## config.mk

```make
export PLATFORM = sky130hd
export DESIGN_NAME = tbcld_ctrl
export DESIGN_NICKNAME = d
export VERILOG_FILES = /design/src/design/tbcld_pkg.sv /design/src/design/tbcld_ctrl.sv
export SDC_FILE = /design/constraint.sdc
export NUM_CORES = 1
export LEC_CHECK = 0
export BUFFER_PORTS_ARGS = -buffer_cell sky130_fd_sc_hd__buf_2
export CORE_MARGIN = 2
export CORE_UTILIZATION = 30
export DETAILED_ROUTE_END_ITERATION = 8
export GPL_ROUTABILITY_DRIVEN = 0
export PLACE_DENSITY_LB_ADDON = 0.3
export REMOVE_ABC_BUFFERS = 1
export SYNTH_ARGS = -nofsm -noshare
export SYNTH_HDL_FRONTEND = slang
export SYNTH_SLANG_ARGS = --single-unit
```

## constraint.sdc

```tcl
create_clock -name clock -period 2.1 [get_ports clock]
set_clock_uncertainty 0.2 [all_clocks]
set_input_delay 0.21 -clock clock [delete_from_list [all_inputs] [get_ports clock]]
set_output_delay 0.21 -clock clock [all_outputs]
set_load 0.1 [all_outputs]
```

## src/design/tbcld_pkg.sv

```systemverilog
// Package for the two-bit canvas line drawer: sizes, command codes,
// register indexes, transaction structs and controller/datapath links.
// No dependencies.
`timescale 1ns / 1ps
`default_nettype none

package tbcld_pkg;

   // canvas capacity
   localparam int MAX_WIDTH  = 64;
   localparam int MAX_HEIGHT = 64;
   localparam int DEPTH      = MAX_WIDTH * MAX_HEIGHT;
   localparam int ADDR_W     = $clog2(DEPTH);

   // field widths
   localparam int CMD_W   = 2;
   localparam int COORD_W = 6;
   localparam int LEN_W   = 8;
   localparam int CFG_W   = 7;
   localparam int CODE_W  = 2;
   localparam int MARK_W  = 7;

   // width that holds a saturated dimension, a clipped bound and a cell count
   localparam int MAXW_W = $clog2(MAX_WIDTH + 1);
   localparam int MAXH_W = $clog2(MAX_HEIGHT + 1);
   localparam int MAXD_W = (MAXW_W > MAXH_W) ? MAXW_W : MAXH_W;
   localparam int DIM_W  = (MAXD_W > CFG_W) ? MAXD_W : CFG_W;
   // signed width for run end points before clipping
   localparam int SPOS_W = DIM_W + 3;

   // register file
   localparam int CSR_IDX_W = 1;
   localparam logic [CSR_IDX_W-1:0] CSR_WIDTH  = 1'd0;
   localparam logic [CSR_IDX_W-1:0] CSR_HEIGHT = 1'd1;
   localparam logic [CFG_W-1:0] WIDTH_RESET  = 7'd20;
   localparam logic [CFG_W-1:0] HEIGHT_RESET = 7'd10;

   // command codes
   localparam logic [CMD_W-1:0] CMD_HLINE = 2'd0;
   localparam logic [CMD_W-1:0] CMD_VLINE = 2'd1;
   localparam logic [CMD_W-1:0] CMD_READ  = 2'd2;

   typedef struct packed {
      logic [CMD_W-1:0]          cmd;
      logic [COORD_W-1:0]        col;
      logic [COORD_W-1:0]        row;
      logic signed [LEN_W-1:0]   length;
   } req_type;

   typedef struct packed {
      logic [CODE_W-1:0] cell_code;
      logic [MARK_W-1:0] cells_marked;
   } rsp_type;

   // controller -> datapath
   typedef struct packed {
      logic latch;   // capture the request
      logic prep;    // clip the run, register bounds
      logic calc;    // form the first cell address
      logic draw;    // write one cell, advance
      logic clear;   // write one zero cell of the clearing sweep
   } ctl_type;

   // datapath -> controller
   typedef struct packed {
      logic clr_last;
      logic draw_go;
      logic read_ok;
      logic last_cell;
   } sts_type;

endpackage

`default_nettype wire

```

## src/design/tbcld_ctrl.sv

```systemverilog
// Controller state machine of the line drawer: clearing sweep, command
// sequencing, result strobe. Depends on tbcld_pkg.
`timescale 1ns / 1ps
`default_nettype none

module tbcld_ctrl (
   input  wire logic              clock,
   input  wire logic              reset,
   input  wire logic              start,
   input  wire tbcld_pkg::sts_type sts,
   output tbcld_pkg::ctl_type     ctl,
   output logic                   busy,
   output logic                   rsp_valid
);
   import tbcld_pkg::*;

   typedef enum logic [6:0] {
      S_CLEAR = 7'b0000001,
      S_IDLE  = 7'b0000010,
      S_PREP  = 7'b0000100,
      S_CALC  = 7'b0001000,
      S_DRAW  = 7'b0010000,
      S_READ  = 7'b0100000,
      S_RESP  = 7'b1000000
   } state_type;

   state_type state_ff, state_in;

   always_comb begin
      state_in = state_ff;
      case (state_ff)
         S_CLEAR: if (sts.clr_last) state_in = S_IDLE;
         S_IDLE:  if (start) state_in = S_PREP;
         S_PREP:  state_in = S_CALC;
         S_CALC: begin
            if (sts.draw_go) begin
               state_in = S_DRAW;
            end else if (sts.read_ok) begin
               state_in = S_READ;
            end else begin
               state_in = S_RESP;
            end
         end
         S_DRAW:  if (sts.last_cell) state_in = S_RESP;
         S_READ:  state_in = S_RESP;
         S_RESP:  state_in = S_IDLE;
         default: state_in = S_CLEAR;
      endcase
   end

   always_ff @(posedge clock) begin
      if (reset) begin
         state_ff <= S_CLEAR;
      end else begin
         state_ff <= state_in;
      end
   end

   always_comb begin
      ctl.latch = (state_ff == S_IDLE) && start;
      ctl.prep  = (state_ff == S_PREP);
      ctl.calc  = (state_ff == S_CALC);
      ctl.draw  = (state_ff == S_DRAW);
      ctl.clear = (state_ff == S_CLEAR);
   end

   assign busy      = (state_ff != S_IDLE);
   assign rsp_valid = (state_ff == S_RESP);

endmodule

`default_nettype wire

```

Yosys cells after proc, flatten, opt, wreduce, memory -nomap -nowiden:

Cells that the tools add are included.

* bits in registers: 7
* input bits: 7
* logic and storage cells: 20

* equality and inequality tests: 11
* mux-type cells: 6
* reductions and logical operators: 2

Operators with widths (number)
* one-hot mux 7 bit (7 select lines): 1
* 2-to-1 mux 7 bit: 5
* == test 7 x 1 -> 1 bit (second input constant): 1
* == test 7 x 2 -> 1 bit (second input constant): 1
* == test 7 x 3 -> 1 bit (second input constant): 1
* == test 7 x 4 -> 1 bit (second input constant): 1
* == test 7 x 5 -> 1 bit (second input constant): 1
* == test 7 x 6 -> 1 bit (second input constant): 1
* == test 7 bit (second input constant): 1
* inequality test 7 x 2 -> 1 bit (second input constant): 1
* inequality test 2 bit (second input constant): 3
* AND reduction 3 bit: 1
* logical AND 1 bit: 1

Logic depth before layout (Yosys ltp):

Gate-level depths: netlist of run 1.

* word-level depth: 3
* gate-level depth with buffers: 5

Worst setup path after synthesis of run 1:

Ideal clock, no wire load.

* path kind: flip-flop to flip-flop
* from: reg state_ff[5]
* to: reg state_ff[3]
* arrival time: 3.381 ns
* data required time: 1.830 ns
* slack: -1.550 ns
* stages on the path, launching flop included: 4
* path buffers: 0
* period minus slack after synthesis: 3.650 ns
* path through: dfxtp_1 > or4_4 > nor3_1 > and3b_1

RTL lines
* start, declared: RTL line tbcld_ctrl.sv:27 `state_type state_ff, state_in;`
* start signal, assigned: RTL line tbcld_ctrl.sv:55 `state_ff <= state_in;`

==> run_results.csv, run 1 <==
group,metric,value,unit
synth,synth.cell_area,454,sq um
worst_hold_path,hold_path_depth,2,
sta,report.final.slew_viol_count,0,
cells_and_area,registers_with_the_most_flip_flops,"state_ff (7)",
cells_and_area,finalCoreUtilization,0.484,
synth,synth_edf_count,0,
outcome,result_of_the_run,"completed",
worst_setup_path,end_kind,"primary output",
clock_tree,cts-root-to-sink-buffers,2,
floorplanning,die-area,0.00184,sq mm
grt,number_of_global_route_vias_before_repair,430,
sta,post-route-worst-setup-slack,40.6,ps
grt,largest_net_degree_at_the_start_of_global_routing,11,
sta,max_freq,486,MHz
worst_setup_path,timing.critical_path.slowest_cell_delay,570,ps
synth,synthArstFlopShare,0,
route,vias,484,
clock_tree,clock_transition_time_at_the_flip_flop_clock_pins_of_the_worst_setup_and_hold_paths,50,ps
worst_setup_path,r2r_cells,5,
route,detail_route.vias_per_cell,5.32,
synth,synthDistinctLibCells,26,
worst_setup_path,critical_path_s_slowest_cell,"sky130_fd_sc_hd__or4_4",
sta,layout_worst_path_cycle_share,0.981,
cells_and_area,fill_cells,146,
floorplanning,placeableCoreArea,0.00145,sq mm
grt,grtUsageTotal,0.131,
sta,timing.final.crit_period,2060,ps
placed_design,buffer_ports.inserted,13,
synth,synth_common_cells,"sky130_fd_sc_hd__dfxtp_1, sky130_fd_sc_hd__nor2_1, sky130_fd_sc_hd__nor4b_1",
clock_tree,worst_skew_pair.late_latency,260,ps
clock_tree,cts_tree,"built",
power,irDropWorstVdd,314,uV
worst_setup_path,timing.critical_path.cells,"or4_4 > nor3_4 > buf_12",
power,power.density_cell_area,674,mW/mm^2
synth,synth.area.top_cells,"sky130_fd_sc_hd__dfxtp_1, sky130_fd_sc_hd__nor4b_1, sky130_fd_sc_hd__nor2_1, sky130_fd_sc_hd__nor4_2, sky130_fd_sc_hd__nand2b_1",
floorplanning,fp.dieH,42.9,um
floorplanning,num_rows,14,
floorplanning,starting_density,0.312,
clock_tree,cts_root_buf,"sky130_fd_sc_hd__clkbuf_4",
synth,synth-seq-cells,7,
worst_setup_path,cp.arrival,1650,ps
cells_and_area,num-nets-final,83,
cells_and_area,syn_to_final_growth,54.8,%
sta,setup_viol_count_final,0,
power,total_power,474,uW
worst_setup_path,setup.worst_path.start_class,"flip-flop",
route,violation_count_after_the_first_detailed_routing_iteration,8,
route,detail_route.drc_violations,0,
clock_tree,clock_sinks,7,
synth,gate_count_after_technology_mapping,54,
cells_and_area,post_layout_nonfiller_instances,91,
synth,synth_area_leader_cell,"sky130_fd_sc_hd__dfxtp_1",
clock_tree,numCtsBuffers,3,
floorplanning,chipWidth,42.9,um
cells_and_area,diodes,0,
sta,max_slew_margin,0.680,
synth,ys.warnings.count,0,
worst_setup_path,timing.critical_path.fanout_max,4,
grt,antenna_found_initial,0,
grt,global_route.overflow_total,0,
floorplanning,boundaryPins,14,
sta,finalHoldViolCount,0,
cells_and_area,largest-register,"state_ff",
synth,ys_seq_area_frac,0.309,
sta,worst_hold_slack,4.39,ps
synth,post_synth.cell_area_avg,8.41,sq um
cells_and_area,share_of_cells_above_drive_strength_1,0.387,
worst_setup_path,worst_setup_path_class,"flip-flop to primary output",
worst_hold_path,min-delay-path-class,"input port to flip-flop",
cells_and_area,largest_register_ffs,7,
run,max_cap_violations,0,
sta,timing_worst_slew_pin_value,483,ps
route,dr.pass1.iters,4,
worst_setup_path,timing.critical_path.required,1690,ps
synth,netlist.area_leader.share,0.309,
clock_tree,cts-htree-levels,1,
route,final_antenna_net_count,0,
power,static-leakage-power,0.000278,uW
route,routed_wl,1.13,mm
synth,synth_flop_cell,"sky130_fd_sc_hd__dfxtp_1",
sta,rsz0062_at_grt,"true",
placed_design,dp_slack,229,ps
placed_design,place.detailed.hpwl,842,um
route,route.detailed.wl_per_inst,12.4,um
placed_design,dpl.cell_count,87,
grt,grt_first_pass_wirelength,1.71,mm
-- per-stage QoR --
stage	area, sq um	TNS [ps]
final	703	0
after global routing	703	-18.9
after CTS	703	0
after detailed placement	669	0
after global placement	669	0
after floorplan	442	-7810
-- report_power, final --
group          internal [uW]  switching [uW]
Combinational           75.0             131
Sequential               141            4.12
Clock                   72.6            50.9
-- cell families (layout without fill, tap and decap cells) --
| kind of cell | after synthesis | in the layout | synth area share |
|---|---|---|---|
| buf+inv | 4 | 25 | 0.0358 |
| xor+xnor | 3 | 3 | 0.0579 |
| simple gates | 32 | 32 | 0.479 |
| flops | 7 | 7 | 0.309 |
| compound gates | 8 | 8 | 0.118 |
-- path summary, 6_finish.rpt --
kind                                            endpoint  slack, ps                      from
worst max-delay path                              ctl[2]         40  state_ff[5]$_SDFFE_PP0P_
worst min-delay path            state_ff[4]$_SDFFE_PP0P_          4                     reset
worst max register to register  state_ff[3]$_SDFFE_PP0P_        310  state_ff[5]$_SDFFE_PP0P_
worst min register to register  state_ff[4]$_SDFFE_PP0P_        510  state_ff[3]$_SDFFE_PP0P_
-- placed cells by master, fill, tap and decap left out --
cell                       count
sky130_fd_sc_hd__buf_2         7
sky130_fd_sc_hd__buf_4         7
sky130_fd_sc_hd__dfxtp_1       7
sky130_fd_sc_hd__nor2_1        6
sky130_fd_sc_hd__buf_12        6
sky130_fd_sc_hd__nor4b_1       4
sky130_fd_sc_hd__nand2b_1      3
sky130_fd_sc_hd__nand2_1       3
sky130_fd_sc_hd__a21oi_1       3
sky130_fd_sc_hd__nor4_1        3
sky130_fd_sc_hd__clkbuf_4      3
sky130_fd_sc_hd__nor4_2        2
sky130_fd_sc_hd__o21a_1        2
sky130_fd_sc_hd__xnor2_1       2
sky130_fd_sc_hd__or4_4         1
sky130_fd_sc_hd__nor3_4        1
sky130_fd_sc_hd__nor3_2        1
sky130_fd_sc_hd__or3_1         1
sky130_fd_sc_hd__nor3_1        1
sky130_fd_sc_hd__nor2b_1       1
sky130_fd_sc_hd__nand3_1       1
sky130_fd_sc_hd__and3_1        1
sky130_fd_sc_hd__inv_1         1
sky130_fd_sc_hd__nor2_2        1
sky130_fd_sc_hd__and3b_1       1
sky130_fd_sc_hd__xor2_1        1
sky130_fd_sc_hd__a211oi_1      1
sky130_fd_sc_hd__a211o_1       1
sky130_fd_sc_hd__o211ai_1      1
sky130_fd_sc_hd__and4bb_1      1
sky130_fd_sc_hd__clkbuf_1      1
-- per-layer routing --
metal / global-route usage / wire [um]
met5: 0 / 0
met4: 0.131 / 46
met3: 0.0255 / 33
met2: 0.203 / 522
met1: 0.145 / 523
-- area by class of cell --
type	instances	area [sq um]	area share
Clock buffer	4	26.3	0.0374
Multi-Input combinational cell	43	305	0.434
Inverter	1	3.75	0.00534
Timing Repair Buffer	20	208	0.295
Sequential cell	7	140	0.199
Tap cell	16	20.0	0.0285
-- critical path, delay by kind of cell (launching register included) --
family        cells  cell delay, ps
buf+inv           1             220
flops             1             310
simple gates      2             860
-- timing repair --
item / in CTS / in global routing
pin swaps: 0 / 0
resized for setup: 2 / 0
setup buffers: 0 / 0
endpoints found under the setup margin: 2 / 1
hold buffers: 0 / 0
cloned: 0 / 0
endpoints found under the hold margin: 0 / 0
(Power assumes the default switching activity.)
==> run 2, diff against run 1 <==
--- a/config.mk
+++ b/config.mk
@@ -6,9 +6,9 @@
 export NUM_CORES = 1
 export LEC_CHECK = 0
 export BUFFER_PORTS_ARGS = -buffer_cell sky130_fd_sc_hd__buf_2
-export CORE_MARGIN = 2
-export CORE_UTILIZATION = 30
+export CORE_AREA = 2 2 39 41
 export DETAILED_ROUTE_END_ITERATION = 8
+export DIE_AREA = 0 0 41 43
 export GPL_ROUTABILITY_DRIVEN = 0
 export PLACE_DENSITY_LB_ADDON = 0.3
 export REMOVE_ABC_BUFFERS = 1
==> run 2 against run 1 <==
  * Combinational power is essentially flat
  * Flip-flop and latch count is the same
  * Power shrank 0.97%
  * Fmax grew 0.60%
  * Register-to-register slack gained 90 ps
  * Wire length shrank 3.4%
  * Die area shrank 4.3%
  * Final cell count shrank 1.1%
==> run_results.csv, run 2 (synthesis results as in run 1) <==
group,metric,value,unit
cells_and_area,num-nets-final,82,
worst_setup_path,setup.worst_path.start_class,"flip-flop",
placed_design,placed_cell_area,662,sq um
route,detail_route.vias_per_cell,5.26,
sta,rsz0062_at_grt,"false",
grt,global_route.overflow_total,0,
cells_and_area,finalCoreUtilization,0.513,
floorplanning,placeableCoreArea,0.00138,sq mm
clock_tree,clock_transition_time_at_the_flip_flop_clock_pins_of_the_worst_setup_and_hold_paths,50,ps
grt,grtUsageTotal,0.155,
cells_and_area,leading_cell_types_in_the_layout_fill_and_taps_excluded,"sky130_fd_sc_hd__buf_2, sky130_fd_sc_hd__dfxtp_1, sky130_fd_sc_hd__nor2_1, sky130_fd_sc_hd__buf_12, sky130_fd_sc_hd__buf_4",
sta,timing_worst_slew_pin_value,482,ps
worst_setup_path,critical_path_s_slowest_cell,"sky130_fd_sc_hd__or4_4",
sta,timing.final.crit_period,2050,ps
cells_and_area,finished_layout_cell_area,709,sq um
grt,number_of_global_route_vias_before_repair,471,
route,violation_count_after_the_first_detailed_routing_iteration,10,
floorplanning,num_rows,14,
power,irDropWorstVdd,345,uV
grt,largest_net_degree_at_the_start_of_global_routing,11,
worst_setup_path,worst_setup_path_class,"flip-flop to primary output",
power,static-leakage-power,0.000280,uW
cells_and_area,largest_register_ffs,7,
cells_and_area,multi_input_comb_area,319,sq um
worst_setup_path,timing.critical_path.required,1690,ps
sta,max_slew_margin,0.681,
sta,worst_hold_slack,11.4,ps
route,route.detailed.wl_per_inst,12.1,um
sta,setup_tns,0,ps
worst_setup_path,end_kind,"primary output",
floorplanning,boundaryPins,14,
clock_tree,cts_root_buf,"sky130_fd_sc_hd__clkbuf_4",
clock_tree,postCtsSetupBuffers,0,
power,total_power,470,uW
outcome,result_of_the_run,"completed",
sta,layout_worst_path_cycle_share,0.975,
worst_setup_path,cp_num_buf_inv,1,
route,detail_route.drc_violations,0,
placed_design,buffer_ports.inserted,13,
worst_hold_path,min-delay-path-class,"input port to flip-flop",
sta,finalHoldViolCount,0,
route,dr.pass1.iters,4,
cells_and_area,fill_cells,134,
grt,grt_first_pass_wirelength,1.80,mm
floorplanning,starting_density,0.328,
cells_and_area,largest-register,"state_ff",
cells_and_area,registers_with_the_most_flip_flops,"state_ff (7)",
cells_and_area,sequential_cell_area,140,sq um
cells_and_area,syn_to_final_growth,56.2,%
sta,max_freq,489,MHz
run,max_cap_violations,0,
clock_tree,postCtsHoldBufs,0,
route,vias,473,
floorplanning,chipWidth,41,um
route,final_antenna_net_count,0,
clock_tree,numCtsBuffers,3,
floorplanning,fp.dieH,43,um
grt,antenna_found_initial,0,
worst_setup_path,timing.critical_path.fanout_max,4,
clock_tree,clock_sinks,7,
cells_and_area,share_of_cells_above_drive_strength_1,0.392,
clock_tree,worst_skew_pair.late_latency,250,ps
worst_setup_path,timing.critical_path.slowest_cell_delay,570,ps
power,power.density_cell_area,662,mW/mm^2
clock_tree,cts_tree,"built",
placed_design,place.detailed.hpwl,843,um
clock_tree,cts-htree-levels,1,
worst_setup_path,cp.arrival,1640,ps
cells_and_area,diodes,0,
route,routed_wl,1.09,mm
sta,setup_viol_count_final,0,
worst_setup_path,timing.critical_path.max_delay_family,"simple AND/OR/NAND/NOR gates",
floorplanning,die-area,0.00176,sq mm
sta,report.final.slew_viol_count,0,
worst_setup_path,timing.critical_path.cells,"or4_4 > nor3_4 > buf_12",
clock_tree,cts-root-to-sink-buffers,2,
-- run 2: cell count changes in the layout (fill, tap and decap cells not counted) --
cell | before | now
sky130_fd_sc_hd__nand3_2 | 0 | 1
sky130_fd_sc_hd__buf_4 | 7 | 6
sky130_fd_sc_hd__nor4_2 | 2 | 1
sky130_fd_sc_hd__nand3_1 | 1 | 0
sky130_fd_sc_hd__nor4_4 | 0 | 1
-- run 2: cell type report --
type / instances / area share
Clock buffer: 4 / 0.0370
Sequential cell: 7 / 0.198
Multi-Input combinational cell: 43 / 0.450
Tap cell: 16 / 0.0282
Timing Repair Buffer: 19 / 0.282
Inverter: 1 / 0.00529
-- run 2: per-stage QoR --
stage / worst slack (ps) / instances
after detailed placement: 196 / 86
after global placement: 244 / 86
after global routing: 16.9 / 90
after floorplan: -1550 / 51
after CTS: 11.9 / 90
final: 52.9 / 90
-- run 2: worst reg2reg max path: stages, from the launching register on --
cell                      delay, ps
sky130_fd_sc_hd__dfxtp_1        300
sky130_fd_sc_hd__or4_4          570
sky130_fd_sc_hd__nor3_4         300
sky130_fd_sc_hd__a21oi_1        120
sky130_fd_sc_hd__nor4_2         130
-- run 2: final timing paths --
kind / startpoint / end / slack (ps) / cells past startpoint
worst min register to register: state_ff[3]$_SDFFE_PP0P_ / state_ff[2]$_SDFFE_PP0P_ / 490 / 3
worst max-delay path: state_ff[5]$_SDFFE_PP0P_ / ctl[2] / 50 / 3
worst max register to register: state_ff[5]$_SDFFE_PP0P_ / state_ff[6]$_SDFFE_PP0P_ / 400 / 4
worst min-delay path: reset / state_ff[4]$_SDFFE_PP0P_ / 10 / 2
-- run 2: where the power goes --
part | internal [uW] | total (uW) | leakage (uW) | switching [uW]
registers | 141 | 145 | 0.0000569 | 3.99
clock network | 72.4 | 121 | 0.0000150 | 48.2
logic | 73.9 | 204 | 0.000208 | 130
-- run 2: repair_timing --
action                     in CTS  in global routing
resized for setup               2                  2
setup endpoints to repair       2                  2
pin swaps                       0                  0
-- run 2: per-layer routing --
| metal | vias up | routed length [um] | share of wire | global-route usage |
|---|---|---|---|---|
| li1 | 241 | - | - | - |
| met1 | 219 | 485 | 0.45 | 0.194 |
| met2 | 11 | 554 | 0.51 | 0.228 |
| met3 | 2 | 25 | 0.023 | 0 |
| met4 | 0 | 23 | 0.021 | 0.140 |
| met5 | - | 0 | 0 | 0 |
